**config.mk**
```make
export PLATFORM = sky130hd
export DESIGN_NAME = edf_deadline_task_queue
export DESIGN_NICKNAME = d
export VERILOG_FILES = /design/src/rtl/edf_pkg.sv /design/src/rtl/edf_ctrl.sv /design/src/rtl/edf_dp.sv /design/src/rtl/edf_deadline_task_queue.sv
export SDC_FILE = /design/constraint.sdc
export NUM_CORES = 2
export LEC_CHECK = 0
export ABC_AREA = 0
export BUFFER_PORTS_ARGS = -buffer_cell sky130_fd_sc_hd__buf_2
export CAP_MARGIN = 20
export CORE_ASPECT_RATIO = 1.75
export CORE_MARGIN = 2
export CORE_UTILIZATION = 45
export CTS_CLUSTER_SIZE = 20
export DETAILED_ROUTE_END_ITERATION = 6
export PLACE_DENSITY_LB_ADDON = 0.1
export RECOVER_POWER = 50
export SYNTH_ARGS = -nofsm -noshare
export SYNTH_HDL_FRONTEND = slang
export SYNTH_SLANG_ARGS = --single-unit
```
**constraint.sdc**
```tcl
create_clock -name clk -period 16.73 [get_ports clk]
set_input_delay 1.673 -clock clk [delete_from_list [all_inputs] [get_ports clk]]
set_output_delay 1.673 -clock clk [all_outputs]
set_load 0.02 [all_outputs]
```
**src/rtl/edf_pkg.sv**
```systemverilog
package edf_pkg;

  // Request modes as carried on in_mode, and the ack kind for an unknown mode
  localparam logic [2:0] MODE_CREATE = 3'd0;
  localparam logic [2:0] MODE_DELETE = 3'd1;
  localparam logic [2:0] MODE_TICK   = 3'd2;
  localparam logic [2:0] MODE_QUERY  = 3'd3;
  localparam logic [2:0] MODE_RESET  = 3'd4;
  localparam logic [2:0] ACK_UNKNOWN = 3'd5;

  // Result status codes
  localparam logic [2:0] ST_OK      = 3'd0;
  localparam logic [2:0] ST_OVERDUE = 3'd1;
  localparam logic [2:0] ST_FAILED  = 3'd2;
  localparam logic [2:0] ST_FULL    = 3'd3;
  localparam logic [2:0] ST_NONE    = 3'd4;

  localparam logic [7:0] BASE_PRIO_RST = 8'd15;

  // Step commands from the sequencer to the datapath
  typedef struct packed {
    logic load;  // capture request beat
    logic cmp;   // compare every cell against the request
    logic sel;   // encode rank, pick first match, build shift mask
    logic upd;   // apply table update and register the result
  } edf_cmd_t;

  // Fold a fill level into the 5-bit count fields
  function automatic logic [4:0] cnt5(input logic [31:0] v);
    return v[4:0];
  endfunction

endpackage

```
**src/rtl/edf_ctrl.sv**
```systemverilog
module edf_ctrl import edf_pkg::*; (
  input  logic     clk,
  input  logic     rst_n,
  input  logic     start,
  output logic     busy,
  output edf_cmd_t cmd
);

  localparam logic [1:0] S_IDLE = 2'd0;
  localparam logic [1:0] S_CMP  = 2'd1;
  localparam logic [1:0] S_SEL  = 2'd2;
  localparam logic [1:0] S_UPD  = 2'd3;

  logic [1:0] state_r;
  logic [1:0] state_nxt;

  always_comb begin
    case (state_r)
      S_IDLE:  state_nxt = start ? S_CMP : S_IDLE;
      S_CMP:   state_nxt = S_SEL;
      S_SEL:   state_nxt = S_UPD;
      S_UPD:   state_nxt = S_IDLE;
      default: state_nxt = S_IDLE;
    endcase
  end

  always_ff @(posedge clk) begin
    if (!rst_n) begin
      state_r <= S_IDLE;
    end else begin
      state_r <= state_nxt;
    end
  end

  assign busy     = (state_r != S_IDLE);
  assign cmd.load = start && (state_r == S_IDLE);
  assign cmd.cmp  = (state_r == S_CMP);
  assign cmd.sel  = (state_r == S_SEL);
  assign cmd.upd  = (state_r == S_UPD);

endmodule

```
**src/rtl/edf_dp.sv**
```systemverilog
module edf_dp import edf_pkg::*; #(
  parameter int ACTIVE_DEPTH  = 16,
  parameter int OVERDUE_DEPTH = 16
) (
  input  logic        clk,
  input  logic        rst_n,
  input  edf_cmd_t    cmd,
  input  logic [2:0]  in_mode,
  input  logic [31:0] in_task_id,
  input  logic [31:0] in_creation_time,
  input  logic [31:0] in_relative_deadline,
  input  logic [31:0] in_current_time,
  input  logic        cfg_we,
  input  logic [7:0]  cfg_wdata,
  output logic        out_valid,
  output logic [2:0]  out_ack_kind,
  output logic [2:0]  out_status,
  output logic [31:0] out_result_task_id,
  output logic [8:0]  out_assigned_priority,
  output logic [4:0]  out_active_count,
  output logic [4:0]  out_overdue_count,
  output logic [4:0]  out_killed_count,
  output logic        out_overdue_dropped
);

  localparam int AFW = $clog2(ACTIVE_DEPTH + 1);
  localparam int OFW = $clog2(OVERDUE_DEPTH + 1);
  localparam logic [ACTIVE_DEPTH-1:0] A_ONE = ACTIVE_DEPTH'(1);

  // Captured request
  logic [2:0]  mode_r;
  logic [31:0] tid_r;
  logic [31:0] dl_r;
  logic [31:0] now_r;

  // Cell rows
  logic [31:0] act_dl_r [ACTIVE_DEPTH];
  logic [31:0] act_id_r [ACTIVE_DEPTH];
  logic [31:0] od_id_r  [OVERDUE_DEPTH];
  logic [AFW-1:0] act_fill_r, act_fill_nxt;
  logic [OFW-1:0] od_fill_r, od_fill_nxt;
  logic [7:0] base_r;

  // Compare stage
  logic [ACTIVE_DEPTH-1:0]  le_r, le_nxt;
  logic [ACTIVE_DEPTH-1:0]  am_r, am_nxt;
  logic [OVERDUE_DEPTH-1:0] om_r, om_nxt;
  logic exp_r, exp_nxt;

  // Select stage
  logic [AFW-1:0]          pos_r, pos_nxt;
  logic [ACTIVE_DEPTH-1:0] sh_r, sh_nxt;
  logic found_r, ohit_r;
  logic [ACTIVE_DEPTH+1:0] t_ext;
  logic [ACTIVE_DEPTH-1:0] first_m;

  // Result stage
  logic [2:0]  ack_nxt, status_nxt;
  logic [31:0] rid_nxt;
  logic [8:0]  prio_nxt;
  logic [4:0]  killed_nxt;
  logic        dropped_nxt;
  logic        act_full, od_full;

  always_ff @(posedge clk) begin
    if (cmd.load) begin
      mode_r <= in_mode;
      tid_r  <= in_task_id;
      dl_r   <= in_creation_time + in_relative_deadline;
      now_r  <= in_current_time;
    end
  end

  always_comb begin
    for (int i = 0; i < ACTIVE_DEPTH; i++) begin
      le_nxt[i] = (i < int'(act_fill_r)) && (act_dl_r[i] <= dl_r);
      am_nxt[i] = (i < int'(act_fill_r)) && (act_id_r[i] == tid_r);
    end
    for (int i = 0; i < OVERDUE_DEPTH; i++) begin
      om_nxt[i] = (i < int'(od_fill_r)) && (od_id_r[i] == tid_r);
    end
    exp_nxt = (act_fill_r != '0) && (act_dl_r[0] <= now_r);
  end

  always_ff @(posedge clk) begin
    if (cmd.cmp) begin
      le_r  <= le_nxt;
      am_r  <= am_nxt;
      om_r  <= om_nxt;
      exp_r <= exp_nxt;
    end
  end

  // le_r is a prefix of ones; rank is where the prefix ends
  assign t_ext   = {1'b0, le_r, 1'b1};
  assign first_m = am_r & (~am_r + A_ONE);

  always_comb begin
    pos_nxt = '0;
    for (int j = 0; j <= ACTIVE_DEPTH; j++) begin
      if (t_ext[j] && !t_ext[j+1]) begin
        pos_nxt = pos_nxt | AFW'(j);
      end
    end
    if (mode_r == MODE_TICK) begin
      sh_nxt = exp_r ? '1 : '0;
    end else begin
      sh_nxt = ~(first_m - A_ONE);
    end
  end

  always_ff @(posedge clk) begin
    if (cmd.sel) begin
      pos_r   <= pos_nxt;
      sh_r    <= sh_nxt;
      found_r <= |am_r;
      ohit_r  <= |om_r;
    end
  end

  assign act_full = (act_fill_r == AFW'(ACTIVE_DEPTH));
  assign od_full  = (od_fill_r == OFW'(OVERDUE_DEPTH));

  always_comb begin
    act_fill_nxt = act_fill_r;
    od_fill_nxt  = od_fill_r;
    ack_nxt      = mode_r;
    status_nxt   = ST_OK;
    rid_nxt      = '0;
    prio_nxt     = '0;
    killed_nxt   = '0;
    dropped_nxt  = 1'b0;
    case (mode_r)
      MODE_CREATE: begin
        if (act_full) begin
          status_nxt = ST_FULL;
        end else begin
          act_fill_nxt = act_fill_r + AFW'(1);
          rid_nxt      = tid_r;
          prio_nxt     = 9'(10'(base_r) + 10'(pos_r));
        end
      end
      MODE_DELETE: begin
        if (found_r) begin
          act_fill_nxt = act_fill_r - AFW'(1);
          rid_nxt      = tid_r;
        end else if (ohit_r) begin
          status_nxt = ST_OVERDUE;
          rid_nxt    = tid_r;
        end else begin
          status_nxt = ST_FAILED;
        end
      end
      MODE_TICK: begin
        if (exp_r) begin
          act_fill_nxt = act_fill_r - AFW'(1);
          if (od_full) begin
            dropped_nxt = 1'b1;
          end else begin
            od_fill_nxt = od_fill_r + OFW'(1);
          end
          rid_nxt    = act_id_r[0];
          killed_nxt = 5'd1;
        end else begin
          status_nxt = ST_NONE;
        end
      end
      MODE_QUERY: begin
        status_nxt = ST_OK;
      end
      MODE_RESET: begin
        killed_nxt   = cnt5(32'(act_fill_r));
        act_fill_nxt = '0;
        od_fill_nxt  = '0;
      end
      default: begin
        ack_nxt    = ACK_UNKNOWN;
        status_nxt = ST_FAILED;
      end
    endcase
  end

  // Cell rows: insert, close a gap, push overdue
  always_ff @(posedge clk) begin
    if (cmd.upd) begin
      case (mode_r)
        MODE_CREATE: begin
          if (!act_full) begin
            for (int i = 0; i < ACTIVE_DEPTH; i++) begin
              if (!le_r[i]) begin
                if (t_ext[i]) begin
                  act_dl_r[i] <= dl_r;
                  act_id_r[i] <= tid_r;
                end else begin
                  act_dl_r[i] <= act_dl_r[(i == 0) ? 0 : i - 1];
                  act_id_r[i] <= act_id_r[(i == 0) ? 0 : i - 1];
                end
              end
            end
          end
        end
        MODE_DELETE, MODE_TICK: begin
          for (int i = 0; i < ACTIVE_DEPTH; i++) begin
            if (sh_r[i]) begin
              act_dl_r[i] <= act_dl_r[(i + 1 < ACTIVE_DEPTH) ? i + 1 : i];
              act_id_r[i] <= act_id_r[(i + 1 < ACTIVE_DEPTH) ? i + 1 : i];
            end
          end
          if ((mode_r == MODE_TICK) && exp_r && !od_full) begin
            od_id_r[0] <= act_id_r[0];
            for (int i = 1; i < OVERDUE_DEPTH; i++) begin
              od_id_r[i] <= od_id_r[i - 1];
            end
          end
        end
        default: begin
        end
      endcase
    end
  end

  always_ff @(posedge clk) begin
    if (!rst_n) begin
      act_fill_r <= '0;
      od_fill_r  <= '0;
      base_r     <= BASE_PRIO_RST;
      out_valid  <= 1'b0;
    end else begin
      if (cfg_we) begin
        base_r <= cfg_wdata;
      end
      out_valid <= cmd.upd;
      if (cmd.upd) begin
        act_fill_r <= act_fill_nxt;
        od_fill_r  <= od_fill_nxt;
      end
    end
  end

  always_ff @(posedge clk) begin
    if (cmd.upd) begin
      out_ack_kind          <= ack_nxt;
      out_status            <= status_nxt;
      out_result_task_id    <= rid_nxt;
      out_assigned_priority <= prio_nxt;
      out_active_count      <= cnt5(32'(act_fill_nxt));
      out_overdue_count     <= cnt5(32'(od_fill_nxt));
      out_killed_count      <= killed_nxt;
      out_overdue_dropped   <= dropped_nxt;
    end
  end

endmodule

```
**src/rtl/edf_deadline_task_queue.sv**
```systemverilog
// Channel  | ports                                  | beat taken when
// ---------+----------------------------------------+--------------------------
// request  | start, busy, in_mode .. in_current_time| start high, busy low
// result   | out_valid, out_ack_kind .. out_overdue_| out_valid high (one cycle)
// config   | cfg_we, cfg_wdata                      | cfg_we high
//
// Every request passes through capture at the accepting edge, compare of all cells
// at once, encode rank / first match, then update of the cell rows and register
// the result. The result strobe is high once the update is registered; busy is
// low again in that same cycle, so the next request can be accepted while the
// strobe shows. While busy is high no new request is taken.
// Reset (rst_n low, synchronous) empties both stores and sets base priority
// to 15; table contents themselves are not cleared.
// The receiver cannot stall; out_valid is a single-cycle strobe.
module edf_deadline_task_queue import edf_pkg::*; #(
  parameter int ACTIVE_DEPTH  = 16,
  parameter int OVERDUE_DEPTH = 16
) (
  input  logic        clk,
  input  logic        rst_n,
  input  logic        start,
  output logic        busy,
  input  logic [2:0]  in_mode,
  input  logic [31:0] in_task_id,
  input  logic [31:0] in_creation_time,
  input  logic [31:0] in_relative_deadline,
  input  logic [31:0] in_current_time,
  output logic        out_valid,
  output logic [2:0]  out_ack_kind,
  output logic [2:0]  out_status,
  output logic [31:0] out_result_task_id,
  output logic [8:0]  out_assigned_priority,
  output logic [4:0]  out_active_count,
  output logic [4:0]  out_overdue_count,
  output logic [4:0]  out_killed_count,
  output logic        out_overdue_dropped,
  input  logic        cfg_we,
  input  logic [7:0]  cfg_wdata
);

  edf_cmd_t cmd;

  // Sequencer: walks each beat through compare, select and update
  edf_ctrl u_ctrl (
    .clk   (clk),
    .rst_n (rst_n),
    .start (start),
    .busy  (busy),
    .cmd   (cmd)
  );

  // Datapath: sorted active cell row, overdue shift line, result register
  edf_dp #(
    .ACTIVE_DEPTH  (ACTIVE_DEPTH),
    .OVERDUE_DEPTH (OVERDUE_DEPTH)
  ) u_dp (
    .clk                   (clk),
    .rst_n                 (rst_n),
    .cmd                   (cmd),
    .in_mode               (in_mode),
    .in_task_id            (in_task_id),
    .in_creation_time      (in_creation_time),
    .in_relative_deadline  (in_relative_deadline),
    .in_current_time       (in_current_time),
    .cfg_we                (cfg_we),
    .cfg_wdata             (cfg_wdata),
    .out_valid             (out_valid),
    .out_ack_kind          (out_ack_kind),
    .out_status            (out_status),
    .out_result_task_id    (out_result_task_id),
    .out_assigned_priority (out_assigned_priority),
    .out_active_count      (out_active_count),
    .out_overdue_count     (out_overdue_count),
    .out_killed_count      (out_killed_count),
    .out_overdue_dropped   (out_overdue_dropped)
  );

endmodule

```
# Word-level counts from Yosys, hierarchy flattened

Memories as Yosys holds them, arrays and structs flattened.
Index checks and enable logic that the tools add are counted.

$add $sub $neg: 7
$lt $le $gt $ge: 49
Equality and inequality tests: 41
Multiplexer cells: 353
Bitwise logic cells: 66
Reductions and logical operators: 94

Operator list:

| operator                                            | count |
|---|---|
| two-way mux 32 bit                                  | 66 |
| == test 32 bit                                      | 32 |
| less-or-equal comparator 32 bit                     | 17 |
| two-way mux 1 bit                                   | 256 |
| case mux 32 bit (3 select lines)                    | 1 |
| < comparator 4 x 5 -> 1 bit (first input constant)  | 16 |
| logical AND 1 bit                                   | 67 |
| OR 1 bit                                            | 62 |
| < comparator 3 x 5 -> 1 bit (first input constant)  | 8 |
| adder 32 bit                                        | 1 |
| two-way mux 16 bit                                  | 2 |
| two-way mux 4 bit                                   | 8 |
| inverter 16 bit                                     | 2 |
| OR reduction 16 bit                                 | 2 |
| two-way mux 5 bit                                   | 5 |
| < comparator 1 x 5 -> 1 bit (first input constant)  | 4 |
| < comparator 2 x 5 -> 1 bit (first input constant)  | 4 |
| case mux 5 bit (2 select lines)                     | 2 |
| case mux 5 bit (4 select lines)                     | 1 |
| two-way mux 3 bit                                   | 6 |
| adder 16 x 1 -> 16 bit (second input constant)      | 1 |
| bitwise AND 16 bit                                  | 1 |
| logical NOT 1 bit                                   | 16 |
| subtractor 16 x 1 -> 16 bit (second input constant) | 1 |
| 20 further kinds                                    | 29 |

Register bits: 255
Memory bits (writable): 1536
Input bits: 143
Output and inout bits: 65
Logic and storage cells: 639
Memories: 3

Memories:

| memory        | depth | bits a word | read ports | clocked after Yosys merged registers in | wr ports | line         | text |
|---|---|---|---|---|---|---|---|
| u_dp.act_dl_r | 16    | 32          | 16         | 0                                       | 16       | edf_dp.sv:37 | `logic [31:0] act_dl_r [ACTIVE_DEPTH];` |
| u_dp.act_id_r | 16    | 32          | 16         | 0                                       | 16       | edf_dp.sv:38 | `logic [31:0] act_id_r [ACTIVE_DEPTH];` |
| u_dp.od_id_r  | 16    | 32          | 16         | 0                                       | 16       | edf_dp.sv:39 | `logic [31:0] od_id_r [OVERDUE_DEPTH];` |

# Longest topological paths before layout

Word-level depth: 17
Mapped depth: 13
Gate-level depth less buffers: 10

# By module

Synthesis repeated with hierarchy kept, for this count alone.

Cells, all modules: 8758
Area, all modules: 101473.6 um^2

Modules (own cells, without submodules):

| module   | instances | cells an instance | area an instance (um^2) | seq. area each (um^2) |
|---|---|---|---|---|
| edf_dp   | 1         | 8744              | 101330.9                | 53531.3 |
| edf_ctrl | 1         | 14                | 142.6                   | 40.0 |

# Worst setup path before layout

Ideal clock, no wire load.

Kind: register -> register
From: register u_ctrl.state_r[0]
To: memory u_dp.od_id_r[0][0] (enable)
Library setup time: 0.946 ns
Arrival time: 14.391 ns
Required time: 15.784 ns
Slack: 1.393 ns
Stages on the path, launching flop included: 6
Buffers on the path: 1
Period minus slack after synthesis: 15.337 ns
Cells stage by stage: dfxtp_1 > ha_1 > inv_1 > nor3_1 > buf_2 > and2_1

RTL lines:

| element                | line           | text |
|---|---|---|
| start, declared        | edf_ctrl.sv:14 | `logic [1:0] state_r;` |
| start signal, assigned | edf_ctrl.sv:31 | `state_r <= state_nxt;` |
| end, declared          | edf_dp.sv:39   |  |

==> out/metrics.csv <==
metric;value;unit
fp.coreArea;226000;um2
nFillCells;20602;
yosys_warnings;0;
arrival;9.45;ns
violations;capacitance limit, slew limit;
place.port_buffers;207;
tightestPinTransition;4.55;ns
synth.top_cells.by_area;edfxtp_1 (52%), mux2i_1 (8.9%), ha_1 (7.2%);
cts_tree;yes;
rows;231;
synth_edf_count;1770;
syn_to_final_growth;9.69;%
clock_latency;0.89;ns
cp-end-kind;register;
rsz0062_at_grt;false;
synth_cell_types;71;
crit_path_start_kind;register;
ys.flop_type;edfxtp_1;
cpPeakStageDelay;2.47;ns
period_needed;8.89;ns
rrSetupSlack;7.84;ns
crit_required;17.28;ns
vias;73448;
place_area;106000;um2
slew_headroom;-203;%
cts.clk_slew.worst_paths;0.06;ns
final_antenna_net_count;0;
gr-usage-met1;30.0;%
outcome;complete, but fails checks;
grt_pass1_wl;532;mm
setup_viol;0;
layout-drive-gt1-share;7.13;%
grt-ovfl-total;0;
hpwl;274;mm
wl_per_cell;31.6;um
seq_area_frac_synth;52.6;%
yosysTopAreaCell;edfxtp_1;
hold_depth;0;
antenna_found_initial;16;
fin_area;112000;um2
avgSynthCellArea;11.6;um2
cap_violations;36;
pwr_density_cell;98.0;nW/um2
cts_buffers;188;
die_x;364;um
cts_resized;0;
r2r-start;u_ctrl.state_r[1];
dieHeight;634;um
drv_slew;1374;
critical_path_class;reg2reg;
fin_util;49.5;%
fin_nets;9533;
cts_root_buf;clkbuf_16;
post-synth-top-area-fraction;52.2;%
start_util;45.1;%
grt_use_met2;60.1;%
syn_area;102000;um2
firstDrtPassIters;6;
min_from;u_dp.od_id_r[1][115];
crit_family;buffers and inverters;
grt.total_usage;32.2;%
grt_pass1_vias;77104;
min_to;u_dp.od_id_r[1][147];
syn_inst;8768;
finalCritPeriodShare;53.2;%
clk_path_buf_depth;4;
leakagePower;40.5;nW
setup_tns;0;ns
gp_congestion;0.938;
viasPerCell;6.13;
dr.first_iter.drc_count;5591;
max_freq;112;MHz
drc_errors;0;
finClkSkew;0.0612;ns
grt_max_degree;266;
hold_buffers;0;
postSynth.asyncResetShare;0;%
ys_ff_latch;1791;
drt-total-wl;378;mm
cts.sinks;1791;
hold_path_class;reg2reg;
ir_drop;116;uV
cp_cell_sequence;ha_1 -> inv_1 -> nor3_1 -> clkbuf_1 -> and2_0 -> clkbuf_1 -> buf_12 -> buf_12 -> o21ai_0;
synthesis.nets;9503;
cts_setup_buffers;0;
cts_htree_levels;4;
io-pin-count;208;
die_area;230000;um2
critPathMaxFanout;265;
busiest_layer;met2;
total_power;11.0;mW
r2r-end;u_dp.act_dl_r[5][27];
path_buf_inv;5;
use_met3;4.31;%
hold_viol;0;
cpMaxStageDelayCell;clkbuf_1;
r2r_cells;9;
cell families after synthesis:
group,share of synthesized area (%)
buffers and inverters,3.14
muxes,8.93
AOI/OAI and AO/OA,10.0
and+or+nand+nor,8.95
xor gates and xnor gates,9.08
DFF,52.6
adders and majority gates,7.28
layout by cell type (no fill, tap or decap), drive strengths merged, types with 21 or more instances in the layout:
| master | n |
|---|---|
| mux2i | 908 |
| dfxtp | 21 |
| nor3 | 38 |
| a22o | 35 |
| a21o | 270 |
| o21ai | 1082 |
| a21oi | 244 |
| nor2b | 60 |
| edfxtp | 1770 |
| nand4 | 242 |
| xor2 | 711 |
| clkinv | 79 |
| buf | 310 |
| nor2 | 101 |
| nor4 | 212 |
| nand3 | 44 |
| o22ai | 22 |
| xnor2 | 346 |
| or2 | 28 |
| clkbuf | 335 |
| ha | 590 |
| inv | 113 |
| o21a | 38 |
| nand2 | 1117 |
worst max-delay path by stage:
stage	from	to	cells after the start
global placement	u_dp.mode_r[2]	u_dp.od_id_r[0][124]	8
global route	u_ctrl.state_r[1]	u_dp.act_dl_r[5][26]	9
detailed placement	u_dp.mode_r[2]	u_dp.od_id_r[0][102]	8
finish	u_ctrl.state_r[1]	u_dp.act_dl_r[5][27]	9
CTS	u_dp.mode_r[2]	u_dp.od_id_r[0][102]	8
floorplan	u_ctrl.state_r[0]	u_dp.od_id_r[0][0]	5
routing by layer:
layer / vias up / part of all wire [%]
met5: - / 0.021
met4: 12 / 11
met3: 1428 / 4.4
met2: 2809 / 53
met1: 36809 / 31
li1: 32390 / -
area by class of cell:
| type | count | area, um2 | area share, % |
|---|---|---|---|
| flip-flops and latches | 1791 | 53600 | 47.9 |
| multi-input cells | 6288 | 45200 | 40.5 |
| clock buffers | 226 | 4960 | 4.44 |
| well taps | 3029 | 3790 | 3.39 |
| repair buffers | 419 | 2730 | 2.44 |
| clock inverters | 111 | 1050 | 0.940 |
| inverters | 110 | 413 | 0.369 |
| diodes | 5 | 12.5 | 0.0112 |
report_power, final:
group          internal, mW  switching [mW]  leakage [nW]
sequential             5.01          0.0648          16.8
clock                  2.42            1.89          2.94
combinational         0.534            1.04          20.8
stage by stage:
stage | setup slack, ns | hold slack (ns) | cells
floorplan | 1.39 | 0.446 | 8768
global placement | 11.40 | 0.451 | 11625
detailed placement | 11.26 | 0.455 | 11631
CTS | 11.26 | 0.452 | 11968
global route | 7.13 | 0.477 | 11976
finish | 7.84 | 0.455 | 11979
sequential cells by signal, summed over array words and instances, names as in the netlist, 5 cells and up:
register / flops
u_dp.act_dl_r: 512
u_dp.pos_r: 5
u_dp.am_r: 16
u_dp.dl_r: 32
u_dp.out_result_task_id: 32
u_dp.now_r: 32
u_dp.sh_r: 16
u_dp.le_r: 16
u_dp.act_id_r: 512
u_dp.base_r: 8
u_dp.out_active_count: 5
u_dp.out_overdue_count: 5
u_dp.out_assigned_priority: 9
u_dp.out_killed_count: 5
u_dp.act_fill_r: 5
u_dp.od_id_r: 512
u_dp.tid_r: 32
u_dp.od_fill_r: 5
u_dp.om_r: 16
cell usage after synthesis (all sizes together), types with 11 or more instances:
library cell	n
edfxtp	1770
nand2	1117
o21ai	1082
mux2i	908
xor2	711
ha	590
xnor2	346
buf	315
a21o	270
clkbuf	264
a21oi	244
nand4	242
nor4	212
inv	110
nor2	101
nor2b	60
nand3	44
nor3	38
o21a	38
a22o	35
or2	28
o22ai	22
dfxtp	21
or4	19
and3	15
or3	15
and2	14
a211oi	12
nand2b	11
o211ai	11
(Power assumes the default switching activity.)
